**src/hw/rtl/sabo_pkg.sv**
```systemverilog
package sabo_pkg;

	localparam int STACK_DEPTH = 64;
	localparam int WORD_W      = 32;
	localparam int KIND_W      = 3;
	localparam int STATUS_W    = 2;
	localparam int DEPTH_W     = 7;
	localparam int CNT_W       = $clog2(STACK_DEPTH + 1);
	localparam int ADDR_W      = $clog2(STACK_DEPTH);

	localparam logic [KIND_W-1:0] KIND_PUSH = 3'd0;
	localparam logic [KIND_W-1:0] KIND_ADD  = 3'd1;
	localparam logic [KIND_W-1:0] KIND_SUB  = 3'd2;
	localparam logic [KIND_W-1:0] KIND_DIV  = 3'd3;
	localparam logic [KIND_W-1:0] KIND_MUL  = 3'd4;
	localparam logic [KIND_W-1:0] KIND_MOD  = 3'd5;

	localparam logic [STATUS_W-1:0] ST_OK      = 2'd0;
	localparam logic [STATUS_W-1:0] ST_SHORT   = 2'd1;
	localparam logic [STATUS_W-1:0] ST_DIVZERO = 2'd2;
	localparam logic [STATUS_W-1:0] ST_FULL    = 2'd3;

	typedef struct packed {
		logic in_load;
		logic decode;
		logic exec;
		logic div_start;
		logic div_take;
		logic pop;
		logic out_load;
	} ctrl_cmd_t;

	typedef struct packed {
		logic bin_ok;
		logic divmod;
		logic div_done;
	} dp_stat_t;

endpackage

```
**src/hw/rtl/sabo_div.sv**
```systemverilog
module sabo_div (
	input  logic                              clk,
	input  logic                              arst_n,
	input  logic                              start,
	input  logic [sabo_pkg::WORD_W-1:0]       dividend,
	input  logic [sabo_pkg::WORD_W-1:0]       divisor,
	output logic                              done,
	output logic [sabo_pkg::WORD_W-1:0]       quotient,
	output logic [sabo_pkg::WORD_W-1:0]       remainder
);

	localparam int W      = sabo_pkg::WORD_W;
	localparam int STEP_W = $clog2(W);

	logic              busy_q;
	logic              done_q;
	logic [STEP_W-1:0] step_q;
	logic [W-1:0]      rem_q;
	logic [W-1:0]      quo_q;
	logic [W-1:0]      dvs_q;
	logic              neg_q;
	logic              sgn_q;
	logic [W:0]        shifted;
	logic [W:0]        diff;

	function automatic logic [W-1:0] mag(input logic [W-1:0] v);
		mag = v[W-1] ? (~v + W'(1)) : v;
	endfunction

	assign shifted = {rem_q, quo_q[W-1]};
	assign diff    = shifted - {1'b0, dvs_q};

	always_ff @(posedge clk or negedge arst_n) begin
		if (!arst_n) begin
			busy_q <= 1'b0;
			done_q <= 1'b0;
			step_q <= '0;
		end else begin
			done_q <= 1'b0;
			if (start) begin
				busy_q <= 1'b1;
				step_q <= '0;
			end else if (busy_q) begin
				step_q <= step_q + STEP_W'(1);
				if (step_q == STEP_W'(W - 1)) begin
					busy_q <= 1'b0;
					done_q <= 1'b1;
				end
			end
		end
	end

	// restoring division, one quotient bit a cycle on magnitudes
	always_ff @(posedge clk) begin
		if (start) begin
			quo_q <= mag(dividend);
			dvs_q <= mag(divisor);
			rem_q <= '0;
			neg_q <= dividend[W-1] ^ divisor[W-1];
			sgn_q <= dividend[W-1];
		end else if (busy_q) begin
			rem_q <= diff[W] ? shifted[W-1:0] : diff[W-1:0];
			quo_q <= {quo_q[W-2:0], ~diff[W]};
		end
	end

	assign done      = done_q;
	assign quotient  = neg_q ? (~quo_q + W'(1)) : quo_q;
	assign remainder = sgn_q ? (~rem_q + W'(1)) : rem_q;

endmodule

```
**src/hw/rtl/sabo_ctrl.sv**
```systemverilog
module sabo_ctrl (
	input  logic                  clk,
	input  logic                  arst_n,
	input  logic                  in_valid,
	output logic                  in_ready,
	output logic                  out_valid,
	input  logic                  out_ready,
	input  sabo_pkg::dp_stat_t    stat,
	output sabo_pkg::ctrl_cmd_t   cmd
);

	localparam logic [2:0] S_IDLE   = 3'd0;
	localparam logic [2:0] S_DECODE = 3'd1;
	localparam logic [2:0] S_EXEC   = 3'd2;
	localparam logic [2:0] S_DIVW   = 3'd3;
	localparam logic [2:0] S_APPLY  = 3'd4;
	localparam logic [2:0] S_RESP   = 3'd5;

	logic [2:0] state_q;
	logic [2:0] state_d;
	logic       out_valid_q;
	logic       out_free;

	assign out_free  = !out_valid_q || out_ready;
	assign in_ready  = (state_q == S_IDLE);
	assign out_valid = out_valid_q;

	always_comb begin
		cmd     = '0;
		state_d = state_q;
		case (state_q)
			S_IDLE: begin
				if (in_valid) begin
					cmd.in_load = 1'b1;
					state_d     = S_DECODE;
				end
			end
			S_DECODE: begin
				cmd.decode = 1'b1;
				state_d    = stat.bin_ok ? S_EXEC : S_RESP;
			end
			S_EXEC: begin
				if (stat.divmod) begin
					cmd.div_start = 1'b1;
					state_d       = S_DIVW;
				end else begin
					cmd.exec = 1'b1;
					state_d  = S_APPLY;
				end
			end
			S_DIVW: begin
				if (stat.div_done) begin
					cmd.div_take = 1'b1;
					state_d      = S_APPLY;
				end
			end
			S_APPLY: begin
				cmd.pop = 1'b1;
				state_d = S_RESP;
			end
			S_RESP: begin
				if (out_free) begin
					cmd.out_load = 1'b1;
					state_d      = S_IDLE;
				end
			end
			default: begin
				state_d = S_IDLE;
			end
		endcase
	end

	always_ff @(posedge clk or negedge arst_n) begin
		if (!arst_n) begin
			state_q     <= S_IDLE;
			out_valid_q <= 1'b0;
		end else begin
			state_q <= state_d;
			if (cmd.out_load) begin
				out_valid_q <= 1'b1;
			end else if (out_ready) begin
				out_valid_q <= 1'b0;
			end
		end
	end

endmodule

```
**src/hw/rtl/sabo_dp.sv**
```systemverilog
module sabo_dp (
	input  logic                                 clk,
	input  logic                                 arst_n,
	input  sabo_pkg::ctrl_cmd_t                  cmd,
	output sabo_pkg::dp_stat_t                   stat,
	input  logic [sabo_pkg::KIND_W-1:0]          kind,
	input  logic signed [sabo_pkg::WORD_W-1:0]   push_value,
	output logic [sabo_pkg::STATUS_W-1:0]        status,
	output logic signed [sabo_pkg::WORD_W-1:0]   top_value,
	output logic [sabo_pkg::DEPTH_W-1:0]         depth
);

	localparam int W      = sabo_pkg::WORD_W;
	localparam int CNT_W  = sabo_pkg::CNT_W;
	localparam int ADDR_W = sabo_pkg::ADDR_W;
	localparam int DW     = sabo_pkg::DEPTH_W;

	logic [sabo_pkg::KIND_W-1:0]   kind_q;
	logic [W-1:0]                  push_q;
	logic [CNT_W-1:0]              count_q;
	logic [W-1:0]                  top_q;
	logic [W-1:0]                  second_q;
	logic [W-1:0]                  res_q;
	logic [sabo_pkg::STATUS_W-1:0] status_q;
	logic [sabo_pkg::STATUS_W-1:0] status_d;
	logic [sabo_pkg::STATUS_W-1:0] status_out_q;
	logic [W-1:0]                  top_out_q;
	logic [DW-1:0]                 depth_out_q;
	logic [W-1:0]                  mem [sabo_pkg::STACK_DEPTH];
	logic [CNT_W-1:0]              cnt_m1;
	logic [CNT_W-1:0]              cnt_m2;
	logic                          full;
	logic                          short;
	logic                          push_ok;
	logic [CNT_W+DW-1:0]           count_ext;
	logic [W-1:0]                  product;
	logic                          div_done;
	logic [W-1:0]                  quo;
	logic [W-1:0]                  rem;

	// the top of stack lives in top_q, the memory holds the entries below it
	assign cnt_m1  = count_q - CNT_W'(1);
	assign cnt_m2  = count_q - CNT_W'(2);
	assign full    = (count_q == CNT_W'(sabo_pkg::STACK_DEPTH));
	assign short   = (count_q < CNT_W'(2));
	assign push_ok = (kind_q == sabo_pkg::KIND_PUSH) && !full;

	always_comb begin
		case (kind_q)
			sabo_pkg::KIND_PUSH: status_d = full ? sabo_pkg::ST_FULL : sabo_pkg::ST_OK;
			sabo_pkg::KIND_ADD,
			sabo_pkg::KIND_SUB,
			sabo_pkg::KIND_MUL:  status_d = short ? sabo_pkg::ST_SHORT : sabo_pkg::ST_OK;
			sabo_pkg::KIND_DIV,
			sabo_pkg::KIND_MOD: begin
				if (short) begin
					status_d = sabo_pkg::ST_SHORT;
				end else if (top_q == '0) begin
					status_d = sabo_pkg::ST_DIVZERO;
				end else begin
					status_d = sabo_pkg::ST_OK;
				end
			end
			default: status_d = sabo_pkg::ST_OK;
		endcase
	end

	assign stat.bin_ok   = (status_d == sabo_pkg::ST_OK) && (kind_q != sabo_pkg::KIND_PUSH)
		&& (kind_q <= sabo_pkg::KIND_MOD);
	assign stat.divmod   = kind_q inside {sabo_pkg::KIND_DIV, sabo_pkg::KIND_MOD};
	assign stat.div_done = div_done;

	// only the low word of the product is kept
	assign product = second_q * top_q;

	sabo_div u_div (
		.clk       (clk),
		.arst_n    (arst_n),
		.start     (cmd.div_start),
		.dividend  (second_q),
		.divisor   (top_q),
		.done      (div_done),
		.quotient  (quo),
		.remainder (rem)
	);

	always_ff @(posedge clk) begin
		if (cmd.decode && push_ok && (count_q != '0)) begin
			mem[cnt_m1[ADDR_W-1:0]] <= top_q;
		end
		if (cmd.decode) begin
			second_q <= mem[cnt_m2[ADDR_W-1:0]];
		end
	end

	always_ff @(posedge clk or negedge arst_n) begin
		if (!arst_n) begin
			count_q <= '0;
		end else if (cmd.decode && push_ok) begin
			count_q <= count_q + CNT_W'(1);
		end else if (cmd.pop) begin
			count_q <= cnt_m1;
		end
	end

	always_ff @(posedge clk) begin
		if (cmd.in_load) begin
			kind_q <= kind;
			push_q <= push_value;
		end
		if (cmd.decode) begin
			status_q <= status_d;
			if (push_ok) begin
				top_q <= push_q;
			end
		end else if (cmd.pop) begin
			top_q <= res_q;
		end
		if (cmd.exec) begin
			case (kind_q)
				sabo_pkg::KIND_ADD: res_q <= second_q + top_q;
				sabo_pkg::KIND_SUB: res_q <= second_q - top_q;
				default:            res_q <= product;
			endcase
		end else if (cmd.div_take) begin
			res_q <= (kind_q == sabo_pkg::KIND_DIV) ? quo : rem;
		end
		if (cmd.out_load) begin
			status_out_q <= status_q;
			top_out_q    <= (count_q != '0) ? top_q : '0;
			depth_out_q  <= count_ext[DW-1:0];
		end
	end

	// depth is reported modulo 128
	assign count_ext = {{DW{1'b0}}, count_q};

	assign status    = status_out_q;
	assign top_value = top_out_q;
	assign depth     = depth_out_q;

endmodule

```
**src/hw/rtl/stack_alu_binary_ops.sv**
```systemverilog
// stack_alu_binary_ops: operand stack of signed 32-bit words with push and
// the binary operations add, sub, mul, div and mod (second op top).
// input channel: in_valid/in_ready carry one request of kind and push_value.
// output channel: out_valid/out_ready carry one result per request: status,
// the new top value (zero when empty) and the new depth.
// from acceptance, push, errors and unused kinds go through decode to the
// response; add/sub/mul also pass exec and apply; div/mod wait between exec
// and apply for the 32-step restoring divider.
// throughput: one request at a time; in_ready returns together with out_valid,
// so the next request is only taken once the last result is loaded into the
// output register.
// the top of stack is kept in a register and the rest in a 64-entry memory
// with one read and one write port, so each operation reads the memory once.
// on an error status the stack is left unchanged.
// reset clears the entry count and both handshakes; memory contents need no
// clearing since only entries below the count are used.
// when the receiver stalls, the result waits in the output register, the
// next request is still taken and processed, and it then waits until the
// output register is free.
module stack_alu_binary_ops (
	input  logic                                 clk,
	input  logic                                 arst_n,
	input  logic                                 in_valid,
	output logic                                 in_ready,
	input  logic [sabo_pkg::KIND_W-1:0]          kind,
	input  logic signed [sabo_pkg::WORD_W-1:0]   push_value,
	output logic                                 out_valid,
	input  logic                                 out_ready,
	output logic [sabo_pkg::STATUS_W-1:0]        status,
	output logic signed [sabo_pkg::WORD_W-1:0]   top_value,
	output logic [sabo_pkg::DEPTH_W-1:0]         depth
);

	sabo_pkg::ctrl_cmd_t cmd;
	sabo_pkg::dp_stat_t  stat;

	sabo_ctrl u_ctrl (
		.clk       (clk),
		.arst_n    (arst_n),
		.in_valid  (in_valid),
		.in_ready  (in_ready),
		.out_valid (out_valid),
		.out_ready (out_ready),
		.stat      (stat),
		.cmd       (cmd)
	);

	sabo_dp u_dp (
		.clk        (clk),
		.arst_n     (arst_n),
		.cmd        (cmd),
		.stat       (stat),
		.kind       (kind),
		.push_value (push_value),
		.status     (status),
		.top_value  (top_value),
		.depth      (depth)
	);

endmodule

```
**config.mk**
```make
export PLATFORM = sky130hd
export DESIGN_NAME = stack_alu_binary_ops
export DESIGN_NICKNAME = d
export VERILOG_FILES = /design/src/hw/rtl/sabo_pkg.sv /design/src/hw/rtl/sabo_div.sv /design/src/hw/rtl/sabo_ctrl.sv /design/src/hw/rtl/sabo_dp.sv /design/src/hw/rtl/stack_alu_binary_ops.sv
export SDC_FILE = /design/constraint.sdc
export NUM_CORES = 2
export LEC_CHECK = 0
export BUFFER_PORTS_ARGS = -buffer_cell sky130_fd_sc_hd__buf_4
export CAP_MARGIN = 30
export CORE_UTILIZATION = 35
export CTS_CLUSTER_SIZE = 40
export DETAILED_ROUTE_END_ITERATION = 8
export HOLD_SLACK_MARGIN = 0.08
export PLACE_DENSITY = 0.54
export SYNTH_ARGS = -nofsm -noshare
export SYNTH_HDL_FRONTEND = slang
export SYNTH_SLANG_ARGS = --single-unit
```
**constraint.sdc**
```tcl
create_clock -name clk -period 25.6 [get_ports clk]
set_clock_uncertainty 0.05 [all_clocks]
set_input_delay 1.28 -clock clk [delete_from_list [all_inputs] [get_ports clk]]
set_output_delay 1.28 -clock clk [all_outputs]
set_load 0.05 [all_outputs]
```
==> results.toml <==
[sta]
fin_crit_sh_pct = 33.1
worstMarginPinSlew_ns = 1.03
rsz0062_at_grt = "false"
relSlewSlack_pct = 29.7
setup_tns_ns = 0
slew_viol_final = 0
period_minus_slack_ns = 8.48
setup_viol = 0
hold_viol_final = 0
fmax_mhz = 118

[critical_path]
crit_path_end_kind = "flip-flop"
ff2ff_setup_slack_ns = 17.12
arrival_ns = 8.95
cp_slowest_stage_delay_ns = 0.91
critPathTopFamily = "adder cells"
slowest_stage = "a2111oi_0"
critPathKind = "reg -> reg"
cp.required_ns = 26.07
worstPathCellList = "buf_4, and2_1, fa_1, inv_1, fa_1, fa_1, inv_1, ha_1, ha_1, ha_1, ha_1, fa_1, ha_1, and3_1, a2111oi_0, a22oi_1, o211a_1, o21ai_0, a21oi_1, a21o_1, a21oi_1, xor2_1, o221ai_1"
cp_max_fo = 81
startpoint_type = "flip-flop"
crit_buf_inv = 3
path_common_cell = "ha_1"

[floorplan]
ios = 82
die-area_um2 = 320000
start_util_pct = 35.3
rows = 206
die_h_um = 566
core_um2 = 315000
die_w_um = 566

[clock_tree]
cts_hold_buffers = 0
clk_latency_ns = 0.85
cts_made_buffers = 266
cts.sinks = 2338
cts_root_buf = "clkbuf_16"
cts_tree = "built"
clk_pin_slew_ns = 0.06
htreeDepth = 5
cts_max_path_buffers = 4
postCtsSetupBuffers = 0
cts_resized = 0

[logic_synthesis]
synth_area_per_cell_um2 = 17.0
ys.flop_type = "edfxtp_1"
synth_edf_count = 2288
synth_async_sr_flop_share_pct = 0.770
syn-num-nets = 7186
synth_seq_area_share_pct = 62.7
netlist-cell-type-count = 68
yosys_warnings = 0
yosys_register_bits = 2338
netlist_instances = 6539
syn_area_um2 = 111000

[drt]
routed-via-count = 61100
wl_per_cell_um = 29.7
ant_nets = 0
route.detailed.drc = 0
drtIter0Drc = 6969
viasPerCell = 5.51
wl_mm = 330
first_pass_iters = 8

[placed_design]
gp_congestion = 0.857
dp_hpwl_mm = 188
portBuffers = 81
dp_cells = 10600
place_area_um2 = 118000

[finish]
layout_common_cells = "2288 x edfxtp_1, 656 x mux4_2, 453 x inv_1, 410 x nand2_1, 410 x fa_1"
finalNonFillerCells = 11100
final_common_cell = "edfxtp_1"
area_growth_pct = 13.4
utilization_pct = 40.0
final_nets = 7387
drive_gt1_share_pct = 20.7
fin_area_um2 = 126000

[flow_run]
max-cap-violations = 0

[global_route]
grt_pass1_vias = 62400
grt_use_total_pct = 20.5
grt_overflow = 0
antenna_found_initial = 34
grt_pass1_wl_mm = 466
grt_max_degree = 109

[worst_hold_path]
hold_class = "in -> async"

[run_status]
status = "finished, final reports clean"
-- registers in the layout, indices dropped and copies added (netlist names), 2 cells and up --
signal,count
u_dp.mem,2048
u_dp.push_q,32
u_dp.res_q,32
u_dp.second_q,32
u_dp.top_q,32
u_dp.top_value,32
u_dp.u_div.dvs_q,32
u_dp.u_div.quo_q,32
u_dp.u_div.rem_q,32
u_dp.count_q,7
u_dp.depth,7
u_dp.u_div.step_q,5
u_ctrl.state_q,3
u_dp.kind_q,3
u_dp.status,2
u_dp.status_q,2
-- metrics by stage --
stage	setup WS [ns]	hold slack [ns]
2_1_floorplan	17.52	0.350
3_3_place_gp	17.31	0.359
3_5_place_dp	17.17	0.371
4_1_cts	17.15	0.290
5_1_grt	16.64	0.316
6_report	17.12	0.339
-- Yosys cell counts, drive strengths merged (35+ instances only) --
master     n  area, um^2
inv      454        1700
clkbuf   307        1150
ha       198        2480
o21ai    169         846
buf       55         208
a21oi    152         761
o31ai     49         382
a211oi    44         330
nand2    410        1540
nor2b     61         382
edfxtp  2288       68700
fa       410        8210
xnor2    174        1520
mux2i     47         470
xor2     122        1070
mux4     656       14800
nor2     179         672
and2     314        1960
nand3     35         175
-- routing by layer --
layer	share of wire (%)	vias to the layer above	track usage, %
met4	3.0	2	5.91
li1	-	25200	-
met3	7.0	472	3.15
met1	42	33100	28.5
met2	48	2330	33.5
met5	0.0039	-	0
-- area by class of cell --
class	instances	area, um^2
antenna	5	12.5
clock buffer	333	7070
clock inverter	122	915
fill	28600	189000
inverter	455	1710
multi-input combinational	3384	38900
sequential	2338	69800
tap	4160	5200
timing repair buffer	295	2470
-- logic make-up (layout without fill, tap and decap cells) --
group,Yosys count,count (layout),share of synthesized area (%)
compound gates,587,587,3.33
mux,737,737,14.0
simple gates,1156,1156,5.18
other cells,0,5,0
buf+inv,817,1205,2.76
flops,2338,2338,62.7
fa+ha+maj,608,608,9.61
xor+xnor,296,296,2.33
-- path summary, 6_finish.rpt --
path	start	to	depth (start not counted)
min in group clk	u_dp.status_q[1]	u_dp.status[1]	0
worst max-delay path	u_dp.top_q[3]	u_dp.res_q[23]	23
worst max register to register	u_dp.top_q[3]	u_dp.res_q[23]	23
worst min register to register	u_dp.status_q[1]	u_dp.status[1]	0
max in group asynchronous	arst_n	u_dp.count_q[0]	1
worst min-delay path	arst_n	u_dp.u_div.step_q[2]	1
Power is not shown: default switching activity piles up to over one toggle a cycle in this logic, so the estimate is an artifact.
